**src/sv/largest_island_after_one_flip_macros.svh**
```systemverilog
// Assertion helpers for the island block.
`ifndef LARGEST_ISLAND_AFTER_ONE_FLIP_MACROS_SVH
`define LARGEST_ISLAND_AFTER_ONE_FLIP_MACROS_SVH

// Same-cycle implication, sampled on the rising clock, off during reset.
`define LIA_CHECK(label, cond, prop, msg) \
   label: assert property (@(posedge clock) disable iff (reset) (cond) |-> (prop)) \
      else $error(msg);

// Next-cycle implication.
`define LIA_CHECK_NEXT(label, cond, prop, msg) \
   label: assert property (@(posedge clock) disable iff (reset) (cond) |=> (prop)) \
      else $error(msg);

`endif

```
**src/sv/lia_pkg.sv**
```systemverilog
package lia_pkg;

   // Image geometry
   localparam int MAX_SIDE   = 32;
   localparam int CELLS      = MAX_SIDE * MAX_SIDE;
   localparam int ADDR_W     = $clog2(CELLS);
   localparam int CNT_W      = $clog2(CELLS + 1);
   localparam int SIZE_W     = CNT_W;
   localparam int NW         = $clog2(MAX_SIDE + 1);
   localparam int SIDE_W     = 6;
   localparam int OUT_W      = 11;
   localparam int SIDE_RESET = 32;

   // Neighbor directions: up, right, down, left
   localparam logic [1:0] DIR_UP    = 2'd0;
   localparam logic [1:0] DIR_RIGHT = 2'd1;
   localparam logic [1:0] DIR_DOWN  = 2'd2;
   localparam logic [1:0] DIR_LEFT  = 2'd3;

   // Datapath commands
   typedef enum logic [4:0] {
      C_NONE,
      C_LOAD,
      C_LOADLAST,
      C_INIT,
      C_NEXT,
      C_RD_HERE_U,
      C_RD_HERE_E,
      C_KINC,
      C_RD_NB,
      C_FIND_HERE,
      C_HOP,
      C_SAVE_A,
      C_SIZE_A,
      C_SIZE_B,
      C_LINK,
      C_FIND_NB,
      C_SIZE_R,
      C_ADD,
      C_FIN,
      C_RD_SCAN,
      C_SCAN_CMP,
      C_EMIT
   } cmd_type;

   typedef struct packed {
      cmd_type cmd;
   } ctrl_type;

   typedef struct packed {
      logic       last_pix;
      logic       cell_last;
      logic       img_bit;
      logic       nb_ok;
      logic [1:0] k;
      logic       found;
      logic       same;
      logic       dup;
      logic       out_free;
   } status_type;

endpackage

```
**src/sv/lia_ctrl.sv**
```systemverilog
module lia_ctrl import lia_pkg::*; (
   input  logic       clock,
   input  logic       reset,
   input  logic       req_valid,
   output logic       req_ready,
   input  status_type stat,
   output ctrl_type   ctrl
);

   typedef enum logic [4:0] {
      ST_LOAD, ST_INIT,
      ST_U_IMG, ST_U_HCHK, ST_U_NB, ST_U_NCHK, ST_U_FA, ST_U_FB, ST_U_SA, ST_U_LINK,
      ST_U_KEND,
      ST_E_IMG, ST_E_HCHK, ST_E_NB, ST_E_NCHK, ST_E_F, ST_E_ADD, ST_E_KEND,
      ST_S_RD, ST_S_CHK, ST_OUT
   } state_type;

   state_type state_ff, state_in;
   cmd_type   cmd;

   assign req_ready = (state_ff == ST_LOAD);
   assign ctrl.cmd  = cmd;

   // Next state and command
   always_comb begin
      state_in = state_ff;
      cmd      = C_NONE;
      unique case (state_ff)
         ST_LOAD: begin
            if (req_valid) begin
               if (stat.last_pix) begin
                  cmd      = C_LOADLAST;
                  state_in = ST_INIT;
               end else begin
                  cmd = C_LOAD;
               end
            end
         end
         ST_INIT: begin
            cmd = C_INIT;
            if (stat.cell_last) state_in = ST_U_IMG;
         end
         // union pass: right and down neighbors of each land cell
         ST_U_IMG: begin
            cmd      = C_RD_HERE_U;
            state_in = ST_U_HCHK;
         end
         ST_U_HCHK: begin
            if (stat.img_bit) begin
               state_in = ST_U_NB;
            end else begin
               cmd      = C_NEXT;
               state_in = stat.cell_last ? ST_E_IMG : ST_U_IMG;
            end
         end
         ST_U_NB: begin
            if (stat.nb_ok) begin
               cmd      = C_RD_NB;
               state_in = ST_U_NCHK;
            end else begin
               state_in = ST_U_KEND;
            end
         end
         ST_U_NCHK: begin
            if (stat.img_bit) begin
               cmd      = C_FIND_HERE;
               state_in = ST_U_FA;
            end else begin
               state_in = ST_U_KEND;
            end
         end
         ST_U_FA: begin
            if (stat.found) begin
               cmd      = C_SAVE_A;
               state_in = ST_U_FB;
            end else begin
               cmd = C_HOP;
            end
         end
         ST_U_FB: begin
            if (stat.found) begin
               cmd      = C_SIZE_A;
               state_in = ST_U_SA;
            end else begin
               cmd = C_HOP;
            end
         end
         ST_U_SA: begin
            if (stat.same) begin
               state_in = ST_U_KEND;
            end else begin
               cmd      = C_SIZE_B;
               state_in = ST_U_LINK;
            end
         end
         ST_U_LINK: begin
            cmd      = C_LINK;
            state_in = ST_U_KEND;
         end
         ST_U_KEND: begin
            if (stat.k == DIR_DOWN) begin
               cmd      = C_NEXT;
               state_in = stat.cell_last ? ST_E_IMG : ST_U_IMG;
            end else begin
               cmd      = C_KINC;
               state_in = ST_U_NB;
            end
         end
         // flip pass: water cells sum distinct neighbor components
         ST_E_IMG: begin
            cmd      = C_RD_HERE_E;
            state_in = ST_E_HCHK;
         end
         ST_E_HCHK: begin
            if (stat.img_bit) begin
               cmd      = C_NEXT;
               state_in = stat.cell_last ? ST_S_RD : ST_E_IMG;
            end else begin
               state_in = ST_E_NB;
            end
         end
         ST_E_NB: begin
            if (stat.nb_ok) begin
               cmd      = C_RD_NB;
               state_in = ST_E_NCHK;
            end else begin
               state_in = ST_E_KEND;
            end
         end
         ST_E_NCHK: begin
            if (stat.img_bit) begin
               cmd      = C_FIND_NB;
               state_in = ST_E_F;
            end else begin
               state_in = ST_E_KEND;
            end
         end
         ST_E_F: begin
            if (stat.found) begin
               if (stat.dup) begin
                  state_in = ST_E_KEND;
               end else begin
                  cmd      = C_SIZE_R;
                  state_in = ST_E_ADD;
               end
            end else begin
               cmd = C_HOP;
            end
         end
         ST_E_ADD: begin
            cmd      = C_ADD;
            state_in = ST_E_KEND;
         end
         ST_E_KEND: begin
            if (stat.k == DIR_LEFT) begin
               cmd      = C_FIN;
               state_in = stat.cell_last ? ST_S_RD : ST_E_IMG;
            end else begin
               cmd      = C_KINC;
               state_in = ST_E_NB;
            end
         end
         // root scan for the no-flip case
         ST_S_RD: begin
            cmd      = C_RD_SCAN;
            state_in = ST_S_CHK;
         end
         ST_S_CHK: begin
            cmd      = C_SCAN_CMP;
            state_in = stat.cell_last ? ST_OUT : ST_S_RD;
         end
         ST_OUT: begin
            if (stat.out_free) begin
               cmd      = C_EMIT;
               state_in = ST_LOAD;
            end
         end
         default: state_in = ST_LOAD;
      endcase
   end

   always_ff @(posedge clock) begin
      if (reset) state_ff <= ST_LOAD;
      else       state_ff <= state_in;
   end

endmodule

```
**config.mk**
```make
export PLATFORM = sky130hd
export DESIGN_NAME = lia_ctrl
export DESIGN_NICKNAME = d
export VERILOG_FILES = /design/src/sv/largest_island_after_one_flip_macros.svh /design/src/sv/lia_pkg.sv /design/src/sv/lia_ctrl.sv
export SDC_FILE = /design/constraint.sdc
export NUM_CORES = 1
export LEC_CHECK = 0
export BUFFER_PORTS_ARGS = -buffer_cell sky130_fd_sc_hd__buf_2
export CORE_MARGIN = 2
export CORE_UTILIZATION = 50
export CTS_CLUSTER_SIZE = 40
export DETAILED_ROUTE_END_ITERATION = 10
export PLACE_DENSITY = 0.84
export SYNTH_ARGS = -nofsm -noshare
export SYNTH_HDL_FRONTEND = slang
export SYNTH_SLANG_ARGS = --single-unit
```
**constraint.sdc**
```tcl
create_clock -name clock -period 2.2 [get_ports clock]
set_input_delay 0.11 -clock clock [delete_from_list [all_inputs] [get_ports clock]]
set_output_delay 0.11 -clock clock [all_outputs]
set_load 0.05 [all_outputs]
```
==> impl_metrics.ini, run 1 <==
[cts]
cts_tree = built
post_cts.repair.setup_buffers = 0
clk_pin_slew_worst_paths_ns = 0.05
clk_latency_ns = 0.24
clock_path_buffers = 2
cts_root_buf = clkbuf_4
clock-sinks = 5
cts_max_level = 1
cts-buffers-inserted = 3
postCtsHoldBufs = 0

[power_and_ir_drop]
powerDensity_mw_per_mm2 = 961
irDropWorstVdd_mv = 0.767
leakage_nw = 0.464

[setup_path]
r2r-start = state_ff[3]$_SDFFE_PP0P_
critPathMaxStageDelay_ns = 0.43
r2r-end = state_ff[4]$_SDFFE_PP0P_
end_kind = output pin
reg2reg_slack_ns = 0.31
path_cells = inv_1, or2_2, or3_1, o21ai_1, buf_2
cp_top_family = simple AND/OR/NAND/NOR gates
worstPathRequired_ns = 2.09
start_kind = register
crit_slowest_cell = dfxtp_2
worstPathMaxFanout = 10
reg2reg_depth = 7
critPathBufInv = 2
cp_data_arrival_time_ns = 1.98
critPathKind = reg2out

[yosys]
async_flop_share_pct = 0
synth.net_count = 175
syn_area_mm2 = 0.00104
synth_cell_type_count = 50
synth_flop_cell = dfxtp_1
postSynthAreaPerCell_um2 = 6.42
yosysWarningCount = 0
yosysMostFrequentCell = o21ai_0
synth_area_leader_cell = dfxtp_1
synth_edf_count = 0
syn-instance-count = 162
synth_top_area_share_pct = 9.63
seq_area_frac_synth_pct = 9.63
ys_seq_elements = 5
synthTopCellsByArea = dfxtp_1 9.6%, o21ai_0 8.2%, nand2b_1 7.2%
synth_common_cells = 17 x o21ai_0, 12 x nand2_1, 12 x nand2b_1

[timing]
rsz0062_at_grt = false
period_needed_ns = 2.09
max_freq_mhz = 478
hold_ws_ns = 0.0896
fin_crit_sh_pct = 95.0
skew_ns = 0.00384
setup_ws_ns = 0.110
maxSlewViolCount = 0
final-setup-viol-count = 0
max_slew_margin_pct = 65.9
fin_setup_tns_ns = 0
finalHoldViolations = 0
tightest_slew_ns = 0.498

[route]
drc = 0
num_vias = 1423
drtIter0Drc = 106
drt.antenna.violating_nets = 0
firstDrtPassIters = 5
wirelength_um = 3600
routed_via_density = 6.84
routedWlPerCell_um = 17.3

[global_routing]
grt_pass1_wl_um = 5990
grt.overflow.total = 0
grt_max_degree = 26
antenna_found_initial = 0
grt_pass1_vias = 1280
grtUsageTotal_pct = 30.8

[run_status]
outcome = finished, final reports clean

[layout]
fin_util_pct = 62.1
regMostFlops = state_ff
drive_gt1_share_pct = 23.2
largest_register_ffs = 5
final_area_mm2 = 0.00122
top_regs = state_ff: 5 flops
antenna_cells = 0
syn_to_final_growth_pct = 17.2
nNetsFinal = 195

[place]
port_buffers = 18
post-place-ws_ns = 0.120
dp_hpwl_um = 2640
gp_congestion = 1.01
placed_area_mm2 = 0.00118

[floorplan]
num_rows = 16
start_util_pct = 53.0
die-area_mm2 = 0.00246
ios = 19
die_x_um = 49.6
die-height_um = 49.6
core-area_mm2 = 0.00196

[worst_hold_path]
worstHoldPathCells = 2
hp-start = reset
whs_endpoint = state_ff[4]$_SDFFE_PP0P_
hp-class = in2reg

[flow_run]
max_cap_viol_count = 0
==> cell families (layout without fill, tap and decap cells) <==
logic type             after synthesis  in the layout  synth area share (%)
and+or+nand+nor                     75             75                  40.9
AOI/OAI and AO/OA                   59             59                  37.9
buffers and inverters               20             39                  8.54
DFF                                  5              5                  9.63
muxes                                3              3                  3.01
==> repair_timing <==
| action | CTS | global route |
|---|---|---|
| gates cloned | 0 | 0 |
| setup endpoints to repair | 3 | 2 |
| resized for setup | 2 | 3 |
==> final cells by class <==
class / count / area [um2]
multi-input cells: 137 / 853
inverters: 5 / 18.8
clock buffers: 4 / 26.3
flip-flops and latches: 5 / 104
fillers: 201 / 743
well taps: 27 / 33.8
repair buffers: 30 / 183
==> metal layers <==
metal	global-route usage, %	routed length (um)	up-vias	part of all wire, %
met5	0	0	-	0
met2	48.0	1600	121	44
met3	1.21	393	26	11
li1	-	-	652	-
met1	41.2	1430	624	40
met4	19.9	178	0	4.9
==> report_power, final <==
part           internal (mW)  total [mW]  switching (mW)
registers              0.110       0.184          0.0748
clock network         0.0687       0.108          0.0391
logic                  0.324       0.879           0.555
==> per-stage QoR <==
step,std cells,power [mW]
6_report,208,1.17
3_5_place_dp,204,1.03
4_1_cts,208,1.14
2_1_floorplan,162,0.783
3_3_place_gp,204,1.00
5_1_grt,208,1.24
==> how the worst max path moves through the flow <==
stage | end | start | slack, ns | cells after the start
floorplan | ctrl[2] | state_ff[1]$_SDFFE_PP0P_ | 0.09 | 7
global placement | ctrl[3] | state_ff[1]$_SDFFE_PP0P_ | 0.23 | 6
CTS | ctrl[3] | state_ff[4]$_SDFFE_PP0P_ | 0.12 | 5
detailed placement | ctrl[3] | state_ff[1]$_SDFFE_PP0P_ | 0.12 | 6
global route | ctrl[1] | state_ff[0]$_SDFFE_PP0P_ | 0.02 | 6
finish | ctrl[3] | state_ff[2]$_SDFFE_PP0P_ | 0.11 | 5
==> layout by cell type, fill, tap and decap left out, types with 3 or more instances in the layout <==
master	instances
buf_4	12
nand2b_1	11
a211oi_1	3
buf_2	17
a21oi_1	6
nor3b_1	3
o22ai_1	7
nand3_1	3
o21ai_0	16
nor2b_1	7
or3_1	3
nand2_1	12
clkbuf_4	4
nor3_1	8
inv_1	4
nor2_1	11
nor4b_1	3
a31oi_1	3
dfxtp_2	3
o211ai_1	3
Power figures use the tool's default switching activity.
==> run 2: changes to the inputs <==
--- a/config.mk
+++ b/config.mk
@@ -7,10 +7,10 @@
 export LEC_CHECK = 0
 export BUFFER_PORTS_ARGS = -buffer_cell sky130_fd_sc_hd__buf_2
 export CORE_MARGIN = 2
-export CORE_UTILIZATION = 50
+export CORE_UTILIZATION = 35
 export CTS_CLUSTER_SIZE = 40
 export DETAILED_ROUTE_END_ITERATION = 10
-export PLACE_DENSITY = 0.84
+export PLACE_DENSITY = 0.56
 export SYNTH_ARGS = -nofsm -noshare
 export SYNTH_HDL_FRONTEND = slang
 export SYNTH_SLANG_ARGS = --single-unit
==> impl_metrics.ini, run 2 (synthesized netlist as in run 1, its figures left out) <==
[run_status]
outcome = finished, final reports clean

[global_routing]
antenna_found_initial = 0
grt_pass1_vias = 1270
grt.overflow.total = 0
grt_pass1_wl_um = 5860
grtUsageTotal_pct = 21.6
grt_max_degree = 34

[route]
routed_via_density = 6.47
drtIter0Drc = 66
wirelength_um = 3480
drc = 0
num_vias = 1352
routedWlPerCell_um = 16.6
firstDrtPassIters = 4
drt.antenna.violating_nets = 0

[place]
dp_hpwl_um = 2580
gp_congestion = 0.978
placed_cells = 205
port_buffers = 18

[floorplan]
core-area_mm2 = 0.00278
die-area_mm2 = 0.00342
die_x_um = 58.5
num_rows = 19
die-height_um = 58.5
ios = 19
start_util_pct = 37.4

[setup_path]
worstPathMaxFanout = 33
r2r-start = state_ff[1]$_SDFFE_PP0P_
r2r-end = state_ff[3]$_SDFFE_PP0P_
path_cells = buf_12, nand2b_1, nor2_1, a21oi_1, or3_1, o2111ai_1, clkbuf_4
cp_data_arrival_time_ns = 1.98
end_kind = output pin
start_kind = register
critPathKind = reg2out
critPathMaxStageDelay_ns = 0.39
worstPathRequired_ns = 2.09
reg2reg_slack_ns = 0.25
reg2reg_depth = 6
crit_slowest_cell = dfxtp_1

[cts]
postCtsHoldBufs = 0
cts_root_buf = clkbuf_4
post_cts.repair.setup_buffers = 0
cts_max_level = 1
cts_tree = built
clock_path_buffers = 2
clock-sinks = 5
clk_latency_ns = 0.24
cts-buffers-inserted = 3
clk_pin_slew_worst_paths_ns = 0.04

[timing]
hold_ws_ns = 0.106
rsz0062_at_grt = false
max_freq_mhz = 478
fin_setup_tns_ns = 0
maxSlewViolCount = 0
skew_ns = 0.00242
period_needed_ns = 2.09
final-setup-viol-count = 0
tightest_slew_ns = 0.509
finalHoldViolations = 0
fin_crit_sh_pct = 95.1
max_slew_margin_pct = 65.2

[worst_hold_path]
hp-start = reset
hp-class = in2reg
whs_endpoint = state_ff[4]$_SDFFE_PP0P_
worstHoldPathCells = 2

[layout]
final_common_cell = buf_2
regMostFlops = state_ff
top_regs = state_ff: 5 flops
largest_register_ffs = 5
drive_gt1_share_pct = 21.9
nNetsFinal = 192
syn_to_final_growth_pct = 16.7
final_cell_mix = 17 x buf_2, 16 x o21ai_0, 12 x nand2b_1, 12 x nand2_1, 10 x nor2_1
antenna_cells = 0
stdcell_count = 209

[flow_run]
max_cap_viol_count = 0

[power_and_ir_drop]
leakage_nw = 0.452
irDropWorstVdd_mv = 0.615
powerDensity_mw_per_mm2 = 950
## run 2: changes by cell type in the layout (fill, tap and decap cells not counted), sizes merged
| cell | previous run | this run |
|---|---|---|
| buf | 29 | 26 |
## run 2: worst max-delay path by stage
| stage | end | depth (start not counted) | start | slack (ns) |
|---|---|---|---|---|
| global placement | state_ff[3]$_SDFFE_PP0P_ | 5 | state_ff[4]$_SDFFE_PP0P_ | 0.21 |
| finish | ctrl[1] | 7 | state_ff[1]$_SDFFE_PP0P_ | 0.11 |
| CTS | ctrl[1] | 6 | state_ff[3]$_SDFFE_PP0P_ | 0.01 |
| detailed placement | ctrl[2] | 5 | state_ff[4]$_SDFFE_PP0P_ | 0.29 |
| global route | ctrl[1] | 7 | state_ff[1]$_SDFFE_PP0P_ | 0.001 |
| floorplan | ctrl[2] | 7 | state_ff[1]$_SDFFE_PP0P_ | 0.09 |
## run 2: per-stage QoR
step / utilization [%] / power, mW / setup WS (ns) / cell area (um2)
finish: 43.6 / 1.15 / 0.108 / 1210
CTS: 43.3 / 1.13 / 0.0122 / 1200
detailed placement: 42.4 / 1.02 / 0.285 / 1180
floorplan: - / 0.783 / 0.0916 / 1040
global route: 43.6 / 1.25 / 0.00107 / 1210
global placement: 42.4 / 1.03 / 0.212 / 1180
## run 2: where the power goes
| group | total (mW) | switching, mW | internal [mW] |
|---|---|---|---|
| Sequential | 0.163 | 0.0528 | 0.110 |
| Clock | 0.106 | 0.0375 | 0.0686 |
| Combinational | 0.884 | 0.561 | 0.323 |
| Total | 1.15 | 0.651 | 0.502 |
## run 2: area by class of cell
cell class                      instances  area (um2)
Clock buffer                            4        26.3
Inverter                                5        18.8
Tap cell                               31        38.8
Fill cell                             299        1570
Timing Repair Buffer                   27         173
Sequential cell                         5         104
Multi-Input combinational cell        137         853
## run 2: critical path, delay by kind of cell (launching register included)
family / cells / cell delay [ns]
and+or+nand+nor: 3 / 0.69
AOI/OAI and AO/OA: 2 / 0.17
DFF: 1 / 0.39
buffers and inverters: 2 / 0.48
## run 2: metal layers
layer  wire length [um]  global-route usage [%]
met1               1560                    30.9
met2               1580                    34.0
met3                219                    2.42
met4                117                    5.98
met5                  0                       0
## run 2: what timing repair did
item                                    in CTS  in global routing
endpoints found under the setup margin       0                  5
endpoints found under the hold margin        0                  0
resized for setup                            0                  6
